[src/sv/bls_pkg.sv]
// Shared constants for the Bresenham line stepper.
// Used by every module of the block; no dependencies of its own.
package bls_pkg;

    localparam int COORD_BITS_DEF = 12;
    localparam int COLOR_BITS     = 4;
    localparam logic [COLOR_BITS-1:0] COLOR_RESET = 4'd1;

    // command codes carried in tuser
    localparam logic CMD_START = 1'b0;
    localparam logic CMD_STEP  = 1'b1;

    // configuration port
    localparam int APB_ADDR_BITS = 3;
    localparam int APB_DATA_BITS = 32;
    localparam logic REG_PIXEL_COLOR = 1'b0;  // paddr[2] of the colour register

endpackage

[src/sv/bls_apb_regs.sv]
// APB register file of the line stepper: holds the pixel colour register.
// Depends on bls_pkg.
module bls_apb_regs (
    input  logic                              i_clk,
    input  logic                              i_rst_n,
    input  logic                              i_psel,
    input  logic                              i_penable,
    input  logic                              i_pwrite,
    input  logic [bls_pkg::APB_ADDR_BITS-1:0] i_paddr,
    input  logic [bls_pkg::APB_DATA_BITS-1:0] i_pwdata,
    output logic [bls_pkg::APB_DATA_BITS-1:0] o_prdata,
    output logic                              o_pready,
    output logic [bls_pkg::COLOR_BITS-1:0]    o_color
);
    import bls_pkg::*;

    logic [COLOR_BITS-1:0] r_color_q;
    logic [COLOR_BITS-1:0] n_color;
    logic                  wr_en;
    logic                  sel_color;

    // low address bits are the byte lane and are not decoded
    assign sel_color = (i_paddr[2] == REG_PIXEL_COLOR);
    assign wr_en     = i_psel && i_penable && i_pwrite && sel_color;
    assign n_color   = wr_en ? i_pwdata[COLOR_BITS-1:0] : r_color_q;

    always_ff @(posedge i_clk) begin
        if (!i_rst_n) begin
            r_color_q <= COLOR_RESET;
        end else begin
            r_color_q <= n_color;
        end
    end

    assign o_color  = r_color_q;
    assign o_pready = 1'b1;
    assign o_prdata = sel_color ? APB_DATA_BITS'(r_color_q) : '0;

endmodule

[src/sv/bls_stepper.sv]
// Line state and one-step datapath of the Bresenham stepper: loads endpoints
// on a start word, emits one pixel per step word. Depends on bls_pkg.
module bls_stepper #(
    parameter int COORD_BITS = bls_pkg::COORD_BITS_DEF
) (
    input  logic                           i_clk,
    input  logic                           i_rst_n,
    input  logic                           i_go,
    input  logic                           i_cmd,
    input  logic [COORD_BITS-1:0]          i_x_start,
    input  logic [COORD_BITS-1:0]          i_y_start,
    input  logic [COORD_BITS-1:0]          i_x_end,
    input  logic [COORD_BITS-1:0]          i_y_end,
    input  logic [bls_pkg::COLOR_BITS-1:0] i_color,
    output logic                           o_res_valid,
    output logic [COORD_BITS-1:0]          o_pixel_x,
    output logic [COORD_BITS-1:0]          o_pixel_y,
    output logic [bls_pkg::COLOR_BITS-1:0] o_pixel_colour,
    output logic                           o_last_pixel
);
    import bls_pkg::*;

    localparam int EW = COORD_BITS + 2;

    logic [COORD_BITS-1:0]   r_cur_x, r_cur_y;
    logic signed [EW-1:0]    r_err;
    logic [COORD_BITS-1:0]   r_major, r_minor, r_done;
    logic [1:0]              r_dir_x, r_dir_y;
    logic                    r_steep, r_active;

    logic signed [COORD_BITS:0] dx, dy;
    logic [COORD_BITS-1:0]      adx, ady, st_major, st_minor;
    logic [1:0]                 st_dir_x, st_dir_y;
    logic                       st_steep;
    logic signed [EW-1:0]       st_err;

    logic                       last, minor_go, move_x, move_y;
    logic [COORD_BITS-1:0]      step_x, step_y;
    logic [COORD_BITS-1:0]      n_cur_x, n_cur_y;
    logic signed [EW:0]         err_sum;

    // start: deltas, octant and initial error
    always_comb begin
        dx       = $signed({1'b0, i_x_end}) - $signed({1'b0, i_x_start});
        dy       = $signed({1'b0, i_y_end}) - $signed({1'b0, i_y_start});
        adx      = dx[COORD_BITS] ? COORD_BITS'(-dx) : dx[COORD_BITS-1:0];
        ady      = dy[COORD_BITS] ? COORD_BITS'(-dy) : dy[COORD_BITS-1:0];
        st_dir_x = dx[COORD_BITS] ? 2'b11 : ((dx != '0) ? 2'b01 : 2'b00);
        st_dir_y = dy[COORD_BITS] ? 2'b11 : ((dy != '0) ? 2'b01 : 2'b00);
        st_steep = (ady > adx);
        st_major = st_steep ? ady : adx;
        st_minor = st_steep ? adx : ady;
        st_err   = $signed(EW'({st_minor, 1'b0}) - EW'(st_major));
    end

    // step: major axis always moves, minor axis when the error is non-negative
    always_comb begin
        last     = (r_done >= r_major);
        minor_go = !r_err[EW-1];
        move_x   = r_steep ? minor_go : 1'b1;
        move_y   = r_steep ? 1'b1 : minor_go;
        step_x   = {{(COORD_BITS-2){r_dir_x[1]}}, r_dir_x};
        step_y   = {{(COORD_BITS-2){r_dir_y[1]}}, r_dir_y};
        n_cur_x  = move_x ? (r_cur_x + step_x) : r_cur_x;
        n_cur_y  = move_y ? (r_cur_y + step_y) : r_cur_y;
        err_sum  = $signed({r_err[EW-1], r_err}) + $signed({2'b00, r_minor, 1'b0})
                 - (minor_go ? $signed({2'b00, r_major, 1'b0}) : $signed((EW+1)'(0)));
    end

    always_ff @(posedge i_clk) begin
        if (!i_rst_n) begin
            r_cur_x  <= '0;
            r_cur_y  <= '0;
            r_err    <= '0;
            r_major  <= '0;
            r_minor  <= '0;
            r_dir_x  <= '0;
            r_dir_y  <= '0;
            r_steep  <= 1'b0;
            r_done   <= '0;
            r_active <= 1'b0;
        end else if (i_go) begin
            if (i_cmd == CMD_START) begin
                r_cur_x  <= i_x_start;
                r_cur_y  <= i_y_start;
                r_err    <= st_err;
                r_major  <= st_major;
                r_minor  <= st_minor;
                r_dir_x  <= st_dir_x;
                r_dir_y  <= st_dir_y;
                r_steep  <= st_steep;
                r_done   <= '0;
                r_active <= 1'b1;
            end else if (r_active) begin
                if (last) begin
                    r_active <= 1'b0;
                end else begin
                    r_cur_x <= n_cur_x;
                    r_cur_y <= n_cur_y;
                    r_err   <= err_sum[EW-1:0];
                    r_done  <= r_done + COORD_BITS'(1);
                end
            end
        end
    end

    assign o_res_valid    = i_go && (i_cmd == CMD_STEP) && r_active;
    assign o_pixel_x      = r_cur_x;
    assign o_pixel_y      = r_cur_y;
    assign o_pixel_colour = i_color;
    assign o_last_pixel   = last;

endmodule

[src/sv/bresenham_line_stepper_core.sv]
// Top level of the Bresenham line stepper: input word register, stepper,
// output word register and APB configuration. Depends on bls_pkg,
// bls_stepper and bls_apb_regs.
//
// Use: a slave stream carries command words. tuser = 0 is a start word whose
// tdata holds both endpoints; it loads the line and produces no output word.
// tuser = 1 is a step word; it produces the next pixel of the active line on
// the master stream (tlast on the final endpoint), or nothing if no line is
// active. A start word during a line drops the old line.
// Colour comes from the APB register at address 0 (reset value 1) and is
// attached to each pixel as it is produced; write it only while idle.
// A word accepted on the slave side passes the input register, then the output
// register, before its pixel shows. Throughput: one word per cycle while the master
// side takes words; bls_stepper computes the error/coordinate update combinationally.
// When the master side stalls, the output register holds its word and the
// input register takes one more word, after which s_axis_tready drops.
// Reset (synchronous, active low) empties both registers, clears the line
// state and sets the colour to 1.
module bresenham_line_stepper_core #(
    parameter int COORD_BITS = bls_pkg::COORD_BITS_DEF
) (
    input  logic i_clk,
    input  logic i_rst_n,
    // x_start, y_start, x_end, y_end from bit 0 up, zero padded
    input  logic [((4*COORD_BITS+7)/8)*8-1:0] s_axis_tdata,
    input  logic                              s_axis_tuser,   // cmd
    input  logic                              s_axis_tvalid,
    output logic                              s_axis_tready,
    // pixel_x, pixel_y, pixel_colour from bit 0 up, zero padded
    output logic [((2*COORD_BITS+bls_pkg::COLOR_BITS+7)/8)*8-1:0] m_axis_tdata,
    output logic                              m_axis_tlast,   // last_pixel
    output logic                              m_axis_tvalid,
    input  logic                              m_axis_tready,
    input  logic                              psel,
    input  logic                              penable,
    input  logic                              pwrite,
    input  logic [bls_pkg::APB_ADDR_BITS-1:0] paddr,
    input  logic [bls_pkg::APB_DATA_BITS-1:0] pwdata,
    output logic [bls_pkg::APB_DATA_BITS-1:0] prdata,
    output logic                              pready
);
    import bls_pkg::*;

    localparam int OUT_DATA_W = ((2*COORD_BITS+COLOR_BITS+7)/8)*8;

    logic                  r_in_valid;
    logic                  r_in_cmd;
    logic [COORD_BITS-1:0] r_xs, r_ys, r_xe, r_ye;

    logic                  r_out_valid;
    logic [COORD_BITS-1:0] r_px, r_py;
    logic [COLOR_BITS-1:0] r_pc;
    logic                  r_plast;

    logic                  in_take, out_free, stage_go;
    logic [COLOR_BITS-1:0] color;
    logic                  res_valid;
    logic [COORD_BITS-1:0] res_x, res_y;
    logic [COLOR_BITS-1:0] res_c;
    logic                  res_last;

    assign out_free      = !r_out_valid || m_axis_tready;
    assign stage_go      = r_in_valid && out_free;
    assign s_axis_tready = !r_in_valid || out_free;
    assign in_take       = s_axis_tvalid && s_axis_tready;

    always_ff @(posedge i_clk) begin
        if (!i_rst_n) begin
            r_in_valid <= 1'b0;
        end else if (in_take) begin
            r_in_valid <= 1'b1;
        end else if (stage_go) begin
            r_in_valid <= 1'b0;
        end
    end

    always_ff @(posedge i_clk) begin
        if (in_take) begin
            r_in_cmd <= s_axis_tuser;
            r_xs     <= s_axis_tdata[COORD_BITS-1:0];
            r_ys     <= s_axis_tdata[2*COORD_BITS-1:COORD_BITS];
            r_xe     <= s_axis_tdata[3*COORD_BITS-1:2*COORD_BITS];
            r_ye     <= s_axis_tdata[4*COORD_BITS-1:3*COORD_BITS];
        end
    end

    bls_stepper #(
        .COORD_BITS(COORD_BITS)
    ) u_stepper (
        .i_clk          (i_clk),
        .i_rst_n        (i_rst_n),
        .i_go           (stage_go),
        .i_cmd          (r_in_cmd),
        .i_x_start      (r_xs),
        .i_y_start      (r_ys),
        .i_x_end        (r_xe),
        .i_y_end        (r_ye),
        .i_color        (color),
        .o_res_valid    (res_valid),
        .o_pixel_x      (res_x),
        .o_pixel_y      (res_y),
        .o_pixel_colour (res_c),
        .o_last_pixel   (res_last)
    );

    always_ff @(posedge i_clk) begin
        if (!i_rst_n) begin
            r_out_valid <= 1'b0;
        end else if (res_valid) begin
            r_out_valid <= 1'b1;
        end else if (m_axis_tready) begin
            r_out_valid <= 1'b0;
        end
    end

    always_ff @(posedge i_clk) begin
        if (res_valid) begin
            r_px    <= res_x;
            r_py    <= res_y;
            r_pc    <= res_c;
            r_plast <= res_last;
        end
    end

    assign m_axis_tvalid = r_out_valid;
    assign m_axis_tdata  = OUT_DATA_W'({r_pc, r_py, r_px});
    assign m_axis_tlast  = r_plast;

    bls_apb_regs u_regs (
        .i_clk     (i_clk),
        .i_rst_n   (i_rst_n),
        .i_psel    (psel),
        .i_penable (penable),
        .i_pwrite  (pwrite),
        .i_paddr   (paddr),
        .i_pwdata  (pwdata),
        .o_prdata  (prdata),
        .o_pready  (pready),
        .o_color   (color)
    );

endmodule
[config.mk]
export PLATFORM = sky130hd
export DESIGN_NAME = bresenham_line_stepper_core
export DESIGN_NICKNAME = d
export VERILOG_FILES = /design/src/sv/bls_pkg.sv /design/src/sv/bls_apb_regs.sv /design/src/sv/bls_stepper.sv /design/src/sv/bresenham_line_stepper_core.sv
export SDC_FILE = /design/constraint.sdc
export NUM_CORES = 1
export LEC_CHECK = 0
export ABC_AREA = 1
export BUFFER_PORTS_ARGS = -buffer_cell sky130_fd_sc_hd__buf_2
export CORE_MARGIN = 3
export CORE_UTILIZATION = 51
export CTS_BUF_LIST = sky130_fd_sc_hd__clkbuf_8
export CTS_CLUSTER_SIZE = 8
export DETAILED_ROUTE_END_ITERATION = 7
export HOLD_SLACK_MARGIN = 0.06
export PLACE_DENSITY = 0.76
export SETUP_SLACK_MARGIN = 0.05
export SLEW_MARGIN = 5
export SYNTH_ARGS = -nofsm -noshare
export SYNTH_HDL_FRONTEND = slang
export SYNTH_SLANG_ARGS = --single-unit
[constraint.sdc]
create_clock -name i_clk -period 7.5 [get_ports i_clk]
set_clock_uncertainty 0.1 [all_clocks]
set_input_delay 1.5 -clock i_clk [delete_from_list [all_inputs] [get_ports i_clk]]
set_output_delay 1.5 -clock i_clk [all_outputs]
set_load 0.02 [all_outputs]
==> metrics.md <==
| Metric | Value |
|---|---|
| Avg Vias per Cell | 5.21 |
| Hold_ws | 0.340 ns |
| Synth Flop Type | dfxtp_1 |
| # rows | 53 |
| Layout cells sized above 1 | 0.115 |
| Register area share after synthesis | 0.361 |
| Final min period | 6.36 ns |
| Commonest non-fill, non-tap cell in the layout | nand2_1 |
| Async SR Flop Fraction | 0 |
| Max-slew headroom | 0.152 |
| TNS Setup | 0 ns |
| Largest cells by area after synthesis | edfxtp_1 (21%), dfxtp_1 (15%), nand2_1 (10%), ha_1 (10%), inv_1 (8.6%) |
| Crit-path most repeated cell | nand2_1 |
| Total Nets Final | 1,773 |
| Most frequent cells in the layout | nand2_1 (301), inv_1 (255), nor2_1 (124) |
| Total global-route track usage | 0.223 |
| Max Root-Sink Buffers | 2 |
| DR WL/cell | 14.2 um |
| Ant. Diodes | 0 |
| Actual slew at the worst max-slew pin | 1.27 ns |
| CP startpoint kind | register |
| Slowest stage cell, crit path | o21ai_0 |
| Core area | 21,300 um^2 |
| Die H | 154 um |
| Worst Path Max Fanout | 41 |
| Syn-to-layout area delta | 9.03% |
| Setup CP Type | register to register |
| Largest net degree at the start of global routing | 56 |
| Crit end category | register |
| Worst EP required | 7.76 ns |
| VDD IR max | 0.000142 V |
| Synth unique cells | 52 |
| Leakage power | 6.01 nW |
| Worst-Skew Late Latency | 0.48 ns |
| Synth top area share | 0.209 |
| Gr ovfl total | 0 |
| Ys Warns | 0 |
| Die width | 154 um |
| Multi-input gate area | 5930 um^2 |
| Hold Path Class | register to register |
| Cts bufs inserted | 17 |
| Die Area | 23,800 um^2 |
| Via Count | 9,707 |
| Post-synthesis cell count | 1,488 |
| Drc violations | 0 |
| Overall Power | 3.32 mW |
| Post-synthesis register bit count | 163 |
| Vias in the first global route | 9,145 |
| RSZ-0062 raised after global routing | false |
| Syn avg cell area | 7.54 um^2 |
| FF+latch area | 4040 um^2 |
| CTS sink count | 163 |
| Post-detail-place hpwl | 20,200 um |
| Biggest register | u_stepper.r_err |
| First-pass DRT Iterations | 5 |
| CTS H-tree depth | 4 |
| Post_cts resized | 0 |
| Detailed Route WL | 26,400 um |
| PortBufs | 95 |
| DRT antenna net count | 0 |
| TritonCTS clock tree | done |
| # Post-CTS Setup Buffers | 0 |
| Root buffer cell | clkbuf_8 |
| Final period util | 0.848 |
| Max frequency | 157 MHz |
| FILL cells | 1,973 |
| Cts hold-fix bufs | 0 |
| CP arrival | 6.61 ns |
| Cell taking the most area after synthesis | edfxtp_1 |
| Ports | 159 |
| # Max-Cap Violations | 0 |
| Routability cong. | 0.920 |
| Max-slew violations | 0 |
| Power per cell area | 272 nW/um^2 |
| Endpoints failing setup | 0 |
| First-pass GRT wire length | 43,400 um |
| Max FFs per register | 13 |
| Starting Density | 0.527 |
| Max incr delay on CP | 0.60 ns |
| Initial antenna violation count | 0 |
| Run status | complete, no violations |
| Number of synthesized flops with an enable pin | 78 |
| Cell area after synthesis | 11,200 um^2 |
| Hold Vio Cnt, Final | 0 |
| Clock slew at reported path FFs | 0.10 ns |
| DRT iter0 DRCs | 782 |
[logic make-up after synthesis]
kind of cell,after synthesis,synth area share
buf+inv,327,0.122
compound gates,274,0.135
flops,163,0.361
other cells,2,0.000670
fa+ha+maj,108,0.133
xor+xnor,31,0.0242
simple gates,583,0.225
[critical path, delay by kind of cell (launching register included)]
kind | cells | cell delay, ns
AO/OA/AOI/OAI | 10 | 2.16
AND/OR/NAND/NOR | 18 | 1.64
adder cells (fa/ha/maj) | 3 | 1.28
buffers and inverters | 4 | 0.61
flip-flops | 1 | 0.42
[metrics by stage]
| stage | utilization | std cells | area (um^2) | worst slack [ns] |
|---|---|---|---|---|
| final | 0.574 | 1862 | 12200 | 1.14 |
| after global routing | 0.574 | 1862 | 12200 | 0.349 |
| after CTS | 0.574 | 1862 | 12200 | 1.21 |
| after detailed placement | 0.556 | 1830 | 11800 | 1.23 |
| after global placement | 0.556 | 1830 | 11800 | 1.40 |
| after floorplan | - | 1519 | 11300 | 2.49 |
[layout make-up]
cell class              instances  share of cell area
clock buffers                  17              0.0191
flip-flops and latches        163               0.331
repair buffers                103              0.0438
inverters                     260              0.0798
clock inverters                15              0.0136
well taps                     275              0.0281
multi-input cells            1029               0.485
[power breakdown]
group	internal, mW	switching [mW]	total [mW]
combinational	0.572	1.09	1.66
sequential	0.985	0.0327	1.02
clock	0.251	0.396	0.647
total	1.81	1.51	3.32
[layer usage]
layer / share of wire / global-route usage / vias to the layer above
met5: 0 / 0 / -
met1: 0.46 / 0.303 / 4410
met4: 0.022 / 0.0706 / 0
li1: - / - / 4975
met2: 0.46 / 0.368 / 286
met3: 0.064 / 0.0353 / 36
[cells in the mapped netlist, drive strengths merged, types with 24 or more instances]
cell / instances
nand3: 79
xor2: 24
buf: 40
clkbuf: 27
edfxtp: 78
dfxtp: 85
a21oi: 96
o21ai: 118
inv: 259
nor2: 128
nand2: 326
ha: 90
[worst paths after layout]
kind / start / end / slack [ns] / cells past startpoint
worst max-delay path: r_xs[2]$_DFFE_PP_ / u_stepper.r_err[6]$_SDFFE_PN0P_ / 1.14 / 35
worst min register to register: u_regs.o_color[3]$_SDFFE_PN0P_ / r_pc[3]$_DFFE_PP_ / 0.34 / 0
worst max register to register: r_xs[2]$_DFFE_PP_ / u_stepper.r_err[6]$_SDFFE_PN0P_ / 1.14 / 35
worst min-delay path: u_regs.o_color[3]$_SDFFE_PN0P_ / r_pc[3]$_DFFE_PP_ / 0.34 / 0
Power figures use the tool's default switching activity.
